[src/rtl/core/md5_pkg.sv]
// Package with the types, constants and round functions of the MD5 block.
`timescale 1ns / 1ps
package md5_pkg;

  localparam logic [31:0] InitA = 32'h67452301;
  localparam logic [31:0] InitB = 32'hefcdab89;
  localparam logic [31:0] InitC = 32'h98badcfe;
  localparam logic [31:0] InitD = 32'h10325476;
  localparam logic [7:0]  PadMark = 8'h80;
  localparam logic [5:0]  LenPos = 6'd56;
  localparam int unsigned QueueDepth = 4;

  // One classified entry between the front and the back.
  typedef struct packed {
    logic [7:0] data;
    logic       has_byte;
    logic       eom;
  } md5_item_t;

  typedef enum logic [2:0] {
    ST_IDLE,
    ST_COMP,
    ST_PAD,
    ST_EMIT
  } md5_state_t;

  function automatic logic [31:0] md5_k(input logic [5:0] i);
    logic [31:0] k;
    unique case (i)
      6'd0: k = 32'hd76aa478; 6'd1: k = 32'he8c7b756; 6'd2: k = 32'h242070db;
      6'd3: k = 32'hc1bdceee; 6'd4: k = 32'hf57c0faf; 6'd5: k = 32'h4787c62a;
      6'd6: k = 32'ha8304613; 6'd7: k = 32'hfd469501; 6'd8: k = 32'h698098d8;
      6'd9: k = 32'h8b44f7af; 6'd10: k = 32'hffff5bb1; 6'd11: k = 32'h895cd7be;
      6'd12: k = 32'h6b901122; 6'd13: k = 32'hfd987193; 6'd14: k = 32'ha679438e;
      6'd15: k = 32'h49b40821; 6'd16: k = 32'hf61e2562; 6'd17: k = 32'hc040b340;
      6'd18: k = 32'h265e5a51; 6'd19: k = 32'he9b6c7aa; 6'd20: k = 32'hd62f105d;
      6'd21: k = 32'h02441453; 6'd22: k = 32'hd8a1e681; 6'd23: k = 32'he7d3fbc8;
      6'd24: k = 32'h21e1cde6; 6'd25: k = 32'hc33707d6; 6'd26: k = 32'hf4d50d87;
      6'd27: k = 32'h455a14ed; 6'd28: k = 32'ha9e3e905; 6'd29: k = 32'hfcefa3f8;
      6'd30: k = 32'h676f02d9; 6'd31: k = 32'h8d2a4c8a; 6'd32: k = 32'hfffa3942;
      6'd33: k = 32'h8771f681; 6'd34: k = 32'h6d9d6122; 6'd35: k = 32'hfde5380c;
      6'd36: k = 32'ha4beea44; 6'd37: k = 32'h4bdecfa9; 6'd38: k = 32'hf6bb4b60;
      6'd39: k = 32'hbebfbc70; 6'd40: k = 32'h289b7ec6; 6'd41: k = 32'heaa127fa;
      6'd42: k = 32'hd4ef3085; 6'd43: k = 32'h04881d05; 6'd44: k = 32'hd9d4d039;
      6'd45: k = 32'he6db99e5; 6'd46: k = 32'h1fa27cf8; 6'd47: k = 32'hc4ac5665;
      6'd48: k = 32'hf4292244; 6'd49: k = 32'h432aff97; 6'd50: k = 32'hab9423a7;
      6'd51: k = 32'hfc93a039; 6'd52: k = 32'h655b59c3; 6'd53: k = 32'h8f0ccc92;
      6'd54: k = 32'hffeff47d; 6'd55: k = 32'h85845dd1; 6'd56: k = 32'h6fa87e4f;
      6'd57: k = 32'hfe2ce6e0; 6'd58: k = 32'ha3014314; 6'd59: k = 32'h4e0811a1;
      6'd60: k = 32'hf7537e82; 6'd61: k = 32'hbd3af235; 6'd62: k = 32'h2ad7d2bb;
      default: k = 32'heb86d391;
    endcase
    return k;
  endfunction

  function automatic logic [4:0] md5_s(input logic [5:0] i);
    logic [4:0] s;
    unique case ({i[5:4], i[1:0]})
      4'd0: s = 5'd7;  4'd1: s = 5'd12; 4'd2: s = 5'd17; 4'd3: s = 5'd22;
      4'd4: s = 5'd5;  4'd5: s = 5'd9;  4'd6: s = 5'd14; 4'd7: s = 5'd20;
      4'd8: s = 5'd4;  4'd9: s = 5'd11; 4'd10: s = 5'd16; 4'd11: s = 5'd23;
      4'd12: s = 5'd6; 4'd13: s = 5'd10; 4'd14: s = 5'd15; default: s = 5'd21;
    endcase
    return s;
  endfunction

  function automatic logic [3:0] md5_g(input logic [5:0] i);
    logic [3:0] g;
    unique case (i[5:4])
      2'd0: g = i[3:0];
      2'd1: g = 4'(5 * i[3:0] + 1);
      2'd2: g = 4'(3 * i[3:0] + 5);
      default: g = 4'(7 * i[3:0]);
    endcase
    return g;
  endfunction

endpackage

[src/rtl/core/md5_front.sv]
// Front end: accepts items, drops empty ones and queues the rest for the core.
`timescale 1ns / 1ps
module md5_front
  import md5_pkg::*;
#(
  parameter int unsigned DEPTH = QueueDepth
) (
  input  logic      clk,
  input  logic      rst_n,
  input  logic      in_valid,
  output logic      in_stall,
  input  logic [7:0] in_data_byte,
  input  logic      in_has_byte,
  input  logic      in_end_of_message,
  output logic      q_valid,
  output md5_item_t q_item,
  input  logic      q_take
);
  localparam int unsigned AW = (DEPTH > 1) ? $clog2(DEPTH) : 1;

  md5_item_t       mem_r [DEPTH];
  logic [AW-1:0]   wp_r, wp_nxt, rp_r, rp_nxt;
  logic [AW:0]     cnt_r, cnt_nxt;
  logic            push, pop;

  assign in_stall = (cnt_r == (AW+1)'(DEPTH));
  // Items with neither a byte nor a last mark do nothing and are dropped.
  assign push = in_valid && !in_stall && (in_has_byte || in_end_of_message);
  assign q_valid = (cnt_r != '0);
  assign pop = q_valid && q_take;
  assign q_item = mem_r[rp_r];

  always_comb begin
    wp_nxt = push ? ((wp_r == AW'(DEPTH - 1)) ? '0 : wp_r + 1'b1) : wp_r;
    rp_nxt = pop ? ((rp_r == AW'(DEPTH - 1)) ? '0 : rp_r + 1'b1) : rp_r;
    cnt_nxt = cnt_r + (AW+1)'(push) - (AW+1)'(pop);
  end

  always_ff @(posedge clk) begin
    if (!rst_n) begin
      wp_r <= '0;
      rp_r <= '0;
      cnt_r <= '0;
    end else begin
      wp_r <= wp_nxt;
      rp_r <= rp_nxt;
      cnt_r <= cnt_nxt;
    end
  end

  always_ff @(posedge clk) begin
    if (push) begin
      mem_r[wp_r] <= '{data: in_data_byte, has_byte: in_has_byte,
                       eom: in_end_of_message};
    end
  end

  a_cnt_range: assert property (@(posedge clk) disable iff (!rst_n)
    cnt_r <= (AW+1)'(DEPTH)) else $error("queue count overflow");
  a_no_push_full: assert property (@(posedge clk) disable iff (!rst_n)
    in_stall |-> !push) else $error("push into full queue");
  a_pop_count: assert property (@(posedge clk) disable iff (!rst_n)
    (pop && !push) |=> cnt_r == $past(cnt_r) - 1'b1) else $error("pop count slip");
endmodule

[src/rtl/core/md5_core.sv]
// Back end: block buffer, one-round-per-cycle compression, padding and digest output.
`timescale 1ns / 1ps
module md5_core
  import md5_pkg::*;
(
  input  logic        clk,
  input  logic        rst_n,
  input  logic        q_valid,
  input  md5_item_t   q_item,
  output logic        q_take,
  output logic        out_valid,
  input  logic        out_stall,
  output logic [31:0] out_digest_word,
  output logic [1:0]  out_word_index,
  output logic        out_last_word
);
  md5_state_t   st_r, st_nxt;
  logic [31:0]  m_r [16];
  logic [31:0]  h_r [4];
  logic [31:0]  a_r, b_r, c_r, d_r;
  logic [5:0]   pos_r, rnd_r;
  logic [63:0]  bits_r;
  logic         fin_r;     // finishing a message: an end-of-message item was taken
  logic         last_r;    // current compression is the length block
  logic         mark_done_r; // the 0x80 mark went into an earlier padding block
  logic [1:0]   oidx_r;

  logic [31:0]  f, g_word, sum, rot, newb;
  logic [4:0]   s;
  logic         len_fits;

  always_comb begin
    unique case (rnd_r[5:4])
      2'd0: f = (b_r & c_r) | (~b_r & d_r);
      2'd1: f = (b_r & d_r) | (c_r & ~d_r);
      2'd2: f = b_r ^ c_r ^ d_r;
      default: f = c_r ^ (b_r | ~d_r);
    endcase
    g_word = m_r[md5_g(rnd_r)];
    sum = a_r + f + md5_k(rnd_r) + g_word;
    s = md5_s(rnd_r);
    rot = (sum << s) | (sum >> (6'd32 - {1'b0, s}));
    newb = b_r + rot;
  end

  // The length fits in this padding block unless the mark lands at byte 56 or later.
  assign len_fits = mark_done_r || (pos_r < LenPos);

  assign q_take = (st_r == ST_IDLE);
  assign out_valid = (st_r == ST_EMIT);
  assign out_digest_word = h_r[oidx_r];
  assign out_word_index = oidx_r;
  assign out_last_word = (oidx_r == 2'd3);

  always_comb begin
    st_nxt = st_r;
    unique case (st_r)
      ST_IDLE: begin
        if (q_valid) begin
          if (q_item.has_byte && pos_r == 6'd63) st_nxt = ST_COMP;
          else if (q_item.eom) st_nxt = ST_PAD;
        end
      end
      ST_COMP: begin
        if (rnd_r == 6'd63) begin
          if (last_r) st_nxt = ST_EMIT;
          else if (fin_r) st_nxt = ST_PAD;
          else st_nxt = ST_IDLE;
        end
      end
      ST_PAD: st_nxt = ST_COMP;
      ST_EMIT: if (!out_stall && oidx_r == 2'd3) st_nxt = ST_IDLE;
      default: st_nxt = ST_IDLE;
    endcase
  end

  always_ff @(posedge clk) begin
    if (!rst_n) st_r <= ST_IDLE;
    else st_r <= st_nxt;
  end

  // Byte write into the word-organised buffer, little-endian in each word.
  function automatic logic [31:0] put_byte(input logic [31:0] w, input logic [1:0] l,
                                           input logic [7:0] v);
    logic [31:0] r;
    r = w;
    r[l*8 +: 8] = v;
    return r;
  endfunction

  always_ff @(posedge clk) begin
    if (!rst_n) begin
      h_r[0] <= InitA; h_r[1] <= InitB; h_r[2] <= InitC; h_r[3] <= InitD;
      pos_r <= '0; bits_r <= '0; rnd_r <= '0; fin_r <= 1'b0;
      last_r <= 1'b0; mark_done_r <= 1'b0; oidx_r <= '0;
    end else begin
      unique case (st_r)
        ST_IDLE: begin
          if (q_valid) begin
            if (q_item.has_byte) begin
              m_r[pos_r[5:2]] <= put_byte(m_r[pos_r[5:2]], pos_r[1:0], q_item.data);
              pos_r <= pos_r + 1'b1;
              bits_r <= bits_r + 64'd8;
            end
            fin_r <= q_item.eom;
            if (q_item.has_byte && pos_r == 6'd63) begin
              a_r <= h_r[0]; b_r <= h_r[1]; c_r <= h_r[2]; d_r <= h_r[3];
              rnd_r <= '0; last_r <= 1'b0;
            end
          end
        end
        ST_PAD: begin
          // Build the padding block in one step: the mark at the byte position
          // (unless an earlier block took it), zeros after it, then the length if it fits.
          for (int w = 0; w < 16; w++) begin
            if (w >= 14 && len_fits) begin
              m_r[w] <= (w == 14) ? bits_r[31:0] : bits_r[63:32];
            end else if (mark_done_r) begin
              m_r[w] <= '0;
            end else begin
              for (int l = 0; l < 4; l++) begin
                if (6'(w*4 + l) == pos_r) m_r[w][l*8 +: 8] <= PadMark;
                else if (6'(w*4 + l) > pos_r) m_r[w][l*8 +: 8] <= 8'h00;
              end
            end
          end
          last_r <= len_fits;
          mark_done_r <= 1'b1;
          a_r <= h_r[0]; b_r <= h_r[1]; c_r <= h_r[2]; d_r <= h_r[3];
          rnd_r <= '0;
        end
        ST_COMP: begin
          a_r <= d_r; b_r <= newb; c_r <= b_r; d_r <= c_r;
          rnd_r <= rnd_r + 1'b1;
          if (rnd_r == 6'd63) begin
            h_r[0] <= h_r[0] + d_r;
            h_r[1] <= h_r[1] + newb;
            h_r[2] <= h_r[2] + b_r;
            h_r[3] <= h_r[3] + c_r;
            if (!fin_r) pos_r <= '0;
          end
        end
        ST_EMIT: begin
          if (!out_stall) begin
            oidx_r <= oidx_r + 1'b1;
            if (oidx_r == 2'd3) begin
              h_r[0] <= InitA; h_r[1] <= InitB; h_r[2] <= InitC; h_r[3] <= InitD;
              pos_r <= '0; bits_r <= '0; fin_r <= 1'b0; last_r <= 1'b0;
              mark_done_r <= 1'b0;
            end
          end
        end
        default: ;
      endcase
    end
  end

  a_emit_after_last: assert property (@(posedge clk) disable iff (!rst_n)
    $rose(out_valid) |-> $past(last_r) && $past(st_r) == ST_COMP) else $error("emit slip");
  a_no_take_busy: assert property (@(posedge clk) disable iff (!rst_n)
    (st_r != ST_IDLE) |-> !q_take) else $error("take while busy");
  a_first_index: assert property (@(posedge clk) disable iff (!rst_n)
    $rose(out_valid) |-> oidx_r == 2'd0) else $error("digest not starting at A");
endmodule

[src/rtl/core/md5_message_digest.sv]
// Top level of the MD5 digest block: front queue and compression core.
`timescale 1ns / 1ps
// Usage: each input item carries one message byte (in_has_byte high) and/or
// an end-of-message mark. An item is taken when in_valid is high and in_stall
// is low. Items with neither byte nor mark are accepted and discarded.
// Accepted items go into a four-entry queue, so the source can keep sending
// while the core compresses. Every 64th byte starts a compression of the
// block, one MD5 round per cycle through a single shared round unit. An
// end-of-message item costs a padding step and a compression, repeated once
// more when the padding spills into an extra block, and then the digest
// leaves as four items, words A to D, out_last_word high on D. Items are
// processed one after another. Each digest word is held while out_stall is
// high; the core waits, and the queue fills and raises in_stall. After D the
// chaining state returns to the MD5 initial values for the next message.
// Synchronous active-low reset empties the queue and restores the initial
// chaining values and counts.
module md5_message_digest
  import md5_pkg::*;
#(
  parameter int unsigned QUEUE_DEPTH = QueueDepth
) (
  input  logic        clk,
  input  logic        rst_n,
  input  logic        in_valid,
  output logic        in_stall,
  input  logic [7:0]  in_data_byte,
  input  logic        in_has_byte,
  input  logic        in_end_of_message,
  output logic        out_valid,
  input  logic        out_stall,
  output logic [31:0] out_digest_word,
  output logic [1:0]  out_word_index,
  output logic        out_last_word
);
  logic      q_valid, q_take;
  md5_item_t q_item;

  md5_front #(.DEPTH(QUEUE_DEPTH)) u_front (
    .clk, .rst_n, .in_valid, .in_stall, .in_data_byte, .in_has_byte,
    .in_end_of_message, .q_valid, .q_item, .q_take
  );

  md5_core u_core (
    .clk, .rst_n, .q_valid, .q_item, .q_take, .out_valid, .out_stall,
    .out_digest_word, .out_word_index, .out_last_word
  );
endmodule

[config.mk]
export PLATFORM = sky130hd
export DESIGN_NAME = md5_message_digest
export DESIGN_NICKNAME = d
export VERILOG_FILES = /design/src/rtl/core/md5_pkg.sv /design/src/rtl/core/md5_front.sv /design/src/rtl/core/md5_core.sv /design/src/rtl/core/md5_message_digest.sv
export SDC_FILE = /design/constraint.sdc
export NUM_CORES = 2
export LEC_CHECK = 0
export ABC_AREA = 1
export BUFFER_PORTS_ARGS = -buffer_cell sky130_fd_sc_hd__buf_4
export CORE_MARGIN = 3
export CORE_UTILIZATION = 30
export CTS_BUF_LIST = sky130_fd_sc_hd__clkbuf_8 sky130_fd_sc_hd__clkbuf_16
export DETAILED_ROUTE_END_ITERATION = 10
export GPL_TIMING_DRIVEN = 0
export HOLD_SLACK_MARGIN = 0.15
export PLACE_DENSITY_LB_ADDON = 0.3
export SYNTH_ARGS = -nofsm -noshare
export SYNTH_HDL_FRONTEND = slang
export SYNTH_SLANG_ARGS = --single-unit
[constraint.sdc]
create_clock -name clk -period 27.2 [get_ports clk]
set_clock_uncertainty 0.1 [all_clocks]
set_input_delay 2.72 -clock clk [delete_from_list [all_inputs] [get_ports clk]]
set_output_delay 2.72 -clock clk [all_outputs]
set_load 0.02 [all_outputs]
Word level (Yosys, flattened, before mapping):

Memories as Yosys holds them, arrays and structs flattened. A register that Yosys moved wholly into a read port is not among the register bits.
Cells that the tools add are included.

* word-level logic and storage cells: 1323
* output and inout bits: 37
* RAM bits: 680
* bits in registers: 219
* bits in read-only memories: 2128
* memories: 5
* input port bits: 14

* multiplexer cells: 948
* add/subtract/negate cells: 20
* shift-type cells: 4
* multiply operators: 3
* eq/ne operators: 83
* reduce and logical (&&, ||, !) cells: 28
* order comparisons: 65
* bitwise logic cells: 152

Memory list
* (no name shown): depth 64, bits a word 32, rd ports 1, clocked after Yosys merged registers in 1, wr ports 0, RTL line md5_pkg.sv:29 `unique case (i)`
* u_core.m_r: depth 16, bits a word 32, rd ports 2, clocked after Yosys merged registers in 1, wr ports 16, RTL line md5_core.sv:18 `logic [31:0] m_r [16];`
* u_core.h_r: depth 4, bits a word 32, rd ports 5, clocked after Yosys merged registers in 1, wr ports 4, RTL line md5_core.sv:19 `logic [31:0] h_r [4];`
* (no name shown): depth 16, bits a word 5, rd ports 1, clocked after Yosys merged registers in 1, wr ports 0, RTL line md5_pkg.sv:58 `unique case ({i[5:4], i[1:0]})`
* u_front.mem_r: depth 4, bits a word 10, rd ports 1, clocked after Yosys merged registers in 1, wr ports 1, RTL line md5_front.sv:21 `md5_item_t mem_r [DEPTH];`

Operators by type and width (count)
* 8-bit 2-to-1 mux: 128
* 1-bit 2-to-1 mux: 754
* 32-bit 2-to-1 mux: 19
* 32-bit one-hot mux with 3 select lines: 5
* 32-bit adder: 8
* 64-bit 2-to-1 mux: 4
* 6-bit == test, first input constant: 32
* 6-bit > comparator, first input constant: 32
* 1-bit bitwise OR: 138
* 32-bit AND: 4
* 32-bit bitwise OR: 4
* 64-bit one-hot mux with 2 select lines: 1
* 5-bit by 6-bit == test with 1-bit output, first input constant: 16
* 5-bit by 6-bit > comparator with 1-bit output, first input constant: 16
* 32-bit XOR: 3
* 64-bit by 4-bit adder with 64-bit output, second input constant: 1
* 32-bit NOT: 2
* 6-bit 2-to-1 mux: 10
* 4-bit by 6-bit == test with 1-bit output, first input constant: 8
* 4-bit by 6-bit > comparator with 1-bit output, first input constant: 8
* 6-bit one-hot mux with 3 select lines: 2
* 5-bit negation with 34-bit output: 1
* 8-bit by 34-bit variable shift with 32-bit output, first input constant: 1
* 8-bit by 34-bit indexed part select with 32-bit output: 1
* 50 further kinds: 105

Logic depth before layout (Yosys ltp):

* depth in word-level cells: 13
* gate-level depth with buffers: 66
* mapped depth without buffers: 64

Hierarchy:

From an unflattened synthesis, not the netlist that was laid out.

* cells, all modules: 9111
* area, all modules: 64053.9 µm²

By module, submodules not included
* md5_core: cells an instance 8946, times used 1, seq. area each 20960.1 µm², area each 62052.0 µm²
* md5_front: cells an instance 165, times used 1, seq. area each 1381.3 µm², area each 2001.9 µm²

Least setup slack after synthesis:

OpenSTA, ideal clock, no wires.

* path kind: reg-to-reg
* start: register u_core.rnd_r[0]
* end: memory u_core.h_r[1][30] (data pin)
* clock period less this slack: 9.718 ns
* setup slack: 17.482 ns
* arrival: 9.364 ns
* path buffers: 1
* data required time: 26.845 ns
* setup time: 0.255 ns
* stages on the path, launching flop included: 59
* cells stage by stage: dfxtp_1 inv_1 fa_1 inv_1 ha_1 xor2_1 or2_2 nand2_1 nand2_1 inv_1 clkbuf_1 nand3_1 nand2_1 inv_1 fa_1 inv_1 fa_1 inv_1 [23 not listed] o21ai_0 a21oi_1 o21ai_0 nand3_1 nand2_1 xor2_1 ha_1 nand2_1 nor4_1 nand3_1 nand3_1 nand3_1 nand2_1 a31oi_1 o21ai_0 a21boi_0 nand2_1 nand2_1

RTL lines
* from (decl): RTL line md5_core.sv:21 `logic [5:0] pos_r, rnd_r;`
* from (signal assigned): RTL line md5_core.sv:134 `rnd_r <= rnd_r + 1'b1;`
* to (decl): RTL line md5_core.sv:19

==> impl_metrics.ini <==
[placement]
pre_cts_slack_ns = 12.63
gp_congestion = 1.12
dp_cells = 12145
dp_hpwl_um = 335000
io_buffers = 49

[grt]
use_met2 = 0.503
grtUsageMet3 = 0.142
grt_max_degree = 32
track_usage = 0.382
grt_pass1_vias = 68863
grt_pass1_wl_um = 581000
grtUsageMet1 = 0.542
grt.overflow.total = 0
antenna_found_initial = 42
grt.busiest_layer = met1

[routing]
drc_errors = 0
ant_nets = 0
firstDrtPassIters = 9
wl_per_cell_um = 35.2
avgViaCountPerCell = 6.13
vias = 76037
drt-initial-drc-count = 12718
wl_um = 436000

[synth]
avgSynthCellArea_um2 = 6.94
syn_nets = 9564
ys.flop_type = dfxtp_1
yosys_register_bits = 940
synthesis.area_mm2 = 0.0643
synth_enable_flop_cells = 352
synth_seq_area_share = 0.348
async_flop_share = 0
ys_warn_count = 0
yosysUniqueCellTypes = 70
syn-instance-count = 9254

[job]
max_cap_viol_count = 44

[die]
die_height_um = 469
num_io_pins = 51
fp.coreArea_mm2 = 0.213
start_util = 0.302
rows = 169
die_x_um = 469
die-area_mm2 = 0.220

[sta]
post-route-period-util = 0.563
max_freq_mhz = 65.3
setup_viol = 0
hold_viol = 0
maxSlewViolCount = 435
setup_slack_ns = 11.88
relSlewSlack = -0.207
fin_tns_setup_ns = 0
worst_pin_slew_ns = 1.81
layout_min_cycle_time_ns = 15.32
grt_setup_unrepaired = no

[critical_path]
arrival_ns = 15.72
slowest_stage = o21ai_0
cp.required_ns = 27.60
critPathKind = flop to flop
critPathCaptureType = flop
critPathLaunchType = flop
cp_slowest_stage_delay_ns = 1.12
crit_path_frequent_cell = nand2_1
cp_max_fo = 10
rrSetupSlack_ns = 11.88
reg2reg_depth = 57

[cells_and_area]
final_nets = 9761
finalNonFillerCells = 12394
layout-drive-gt1-share = 0.0483
areaGrowthSynthToFinish_pct = 13.4

[cts]
post-cts-setup-buffers = 0
ctsResizeCount = 0
clkTransAtPathRegs_ns = 0.06
cts_buffer_depth = 3
cts-buffers-inserted = 121
cts_tree = yes
clk_latency_ns = 0.85
hold_buffers = 0
cts_root_buf = clkbuf_16
cts_sinks = 940
h-tree-depth = 3

[hold_path]
min_path_type = flop to flop
min_path_cells = 1

[status]
outcome = finished, violations left
failed_checks = capacitance limit, slew limit
==> synthesized netlist by cell type (all sizes together) (6+ instances only) <==
| cell type | n | share of area |
|---|---|---|
| edfxtp | 352 | 0.16 |
| a21oi | 833 | 0.065 |
| a31oi | 48 | 0.0047 |
| buf | 76 | 0.0051 |
| a32o | 11 | 0.0017 |
| o21bai | 14 | 0.0016 |
| inv | 1234 | 0.072 |
| o32ai | 13 | 0.0018 |
| a211oi | 21 | 0.0025 |
| o31ai | 11 | 0.0013 |
| clkinv | 12 | 0.00072 |
| or2 | 32 | 0.0031 |
| nand2 | 1660 | 0.098 |
| dfxtp | 588 | 0.18 |
| xnor2 | 32 | 0.0044 |
| nand3b | 10 | 0.0012 |
| o22ai | 443 | 0.043 |
| o21ai | 1084 | 0.084 |
| nor3 | 98 | 0.0078 |
| o211ai | 179 | 0.021 |
| fa | 70 | 0.022 |
| nor4 | 30 | 0.0030 |
| nand4 | 58 | 0.0057 |
| o2111ai | 16 | 0.0022 |
| o311ai | 7 | 0.00095 |
| ha | 226 | 0.044 |
| o21a | 33 | 0.0039 |
| a221oi | 10 | 0.0014 |
| o221ai | 24 | 0.0033 |
| a32oi | 6 | 0.00082 |
| a21boi | 10 | 0.0012 |
| xor2 | 45 | 0.0061 |
| clkbuf | 420 | 0.025 |
| nor2 | 585 | 0.036 |
| a22oi | 27 | 0.0032 |
| a21o | 21 | 0.0025 |
| nand3 | 891 | 0.070 |
==> critical path, delay by kind of cell (launching register included) <==
kind            cells  cell delay, ns
buf+inv             9            2.10
fa+ha+maj           9            3.54
flops               1            0.53
xor+xnor            1            0.30
simple gates       26            3.55
compound gates     12            4.89
==> placed cells by master (no fill, tap or decap), types with 29 or more instances in the layout <==
cell          n
nand2_1    1647
inv_1      1228
o21ai_0    1078
nand3_1     888
a21oi_1     831
dfxtp_1     588
nor2_1      563
o22ai_1     443
clkbuf_1    380
edfxtp_1    352
ha_1        226
o211ai_1    177
clkbuf_16   121
nor3_1       96
fa_1         70
nand4_1      57
buf_4        55
a31oi_1      48
xor2_1       45
buf_1        41
clkbuf_2     40
buf_2        35
o21a_1       33
xnor2_1      32
or2_2        30
inv_2        29
nor4_1       29
==> stage by stage <==
stage	cell area (µm²)	hold WS (ns)	utilization
3_5_place_dp	68700	0.345	0.323
3_3_place_gp	68200	0.334	0.321
6_report	72900	0.354	0.343
2_1_floorplan	64300	0.322	-
5_1_grt	72900	0.380	0.343
4_1_cts	72800	0.353	0.343
==> path summary, 6_finish.rpt <==
check / endpoint / start
setup / recovery: u_core.h_r[1][31]$_SDFFCE_PP1P_ / u_core.rnd_r[0]$_SDFFE_PN0P_
hold / removal: u_core.bits_r[24]$_SDFFE_PN0P_ / u_core.bits_r[24]$_SDFFE_PN0P_
setup reg to reg: u_core.h_r[1][31]$_SDFFCE_PP1P_ / u_core.rnd_r[0]$_SDFFE_PN0P_
hold reg to reg: u_core.bits_r[24]$_SDFFE_PN0P_ / u_core.bits_r[24]$_SDFFE_PN0P_
==> flip-flops by register name, indices dropped and copies added, names as in the netlist, named ones only <==
name,flops
u_core.m_r,512
u_core.h_r,128
u_core.bits_r,61
u_front.mem_r,40
u_core.a_r,32
u_core.b_r,32
u_core.c_r,32
u_core.d_r,32
u_core.pos_r,6
u_core.rnd_r,6
u_core.s,5
u_front.cnt_r,3
u_core.out_word_index,2
u_core.st_r,2
u_front.rp_r,2
u_front.wp_r,2
u_core.fin_r,1
u_core.last_r,1
u_core.mark_done_r,1
==> cell type report <==
type                            count  area, µm²
Clock buffer                      137       3250
Sequential cell                   940      22300
Antenna cell                       17       42.5
Fill cell                       22981     140000
Clock inverter                     91        880
Multi-Input combinational cell   6572      35500
Timing Repair Buffer               74        747
Buffer                            496       1960
Inverter                         1246       4680
Tap cell                         2821       3530
==> logic make-up (layout without fill, tap and decap cells) <==
group	count (synthesis)	count (layout)	share of synthesized area
and+or+nand+nor	3374	3374	0.225
AOI/OAI and AO/OA	2824	2824	0.248
buffers and inverters	1742	2044	0.102
DFF	940	940	0.348
adders and majority gates	296	296	0.0658
xor gates and xnor gates	77	77	0.0105
muxes	1	1	0.000156
other	0	17	0
==> metal layers <==
| layer | routed length, µm | part of all wire |
|---|---|---|
| met5 | 161 | 0.00037 |
| met4 | 24000 | 0.055 |
| met3 | 60000 | 0.14 |
| met2 | 163000 | 0.37 |
| met1 | 189000 | 0.43 |
Power is left out: the tool's default activity adds up to more than one toggle a clock period on the data nets, which glitch-free logic cannot reach.
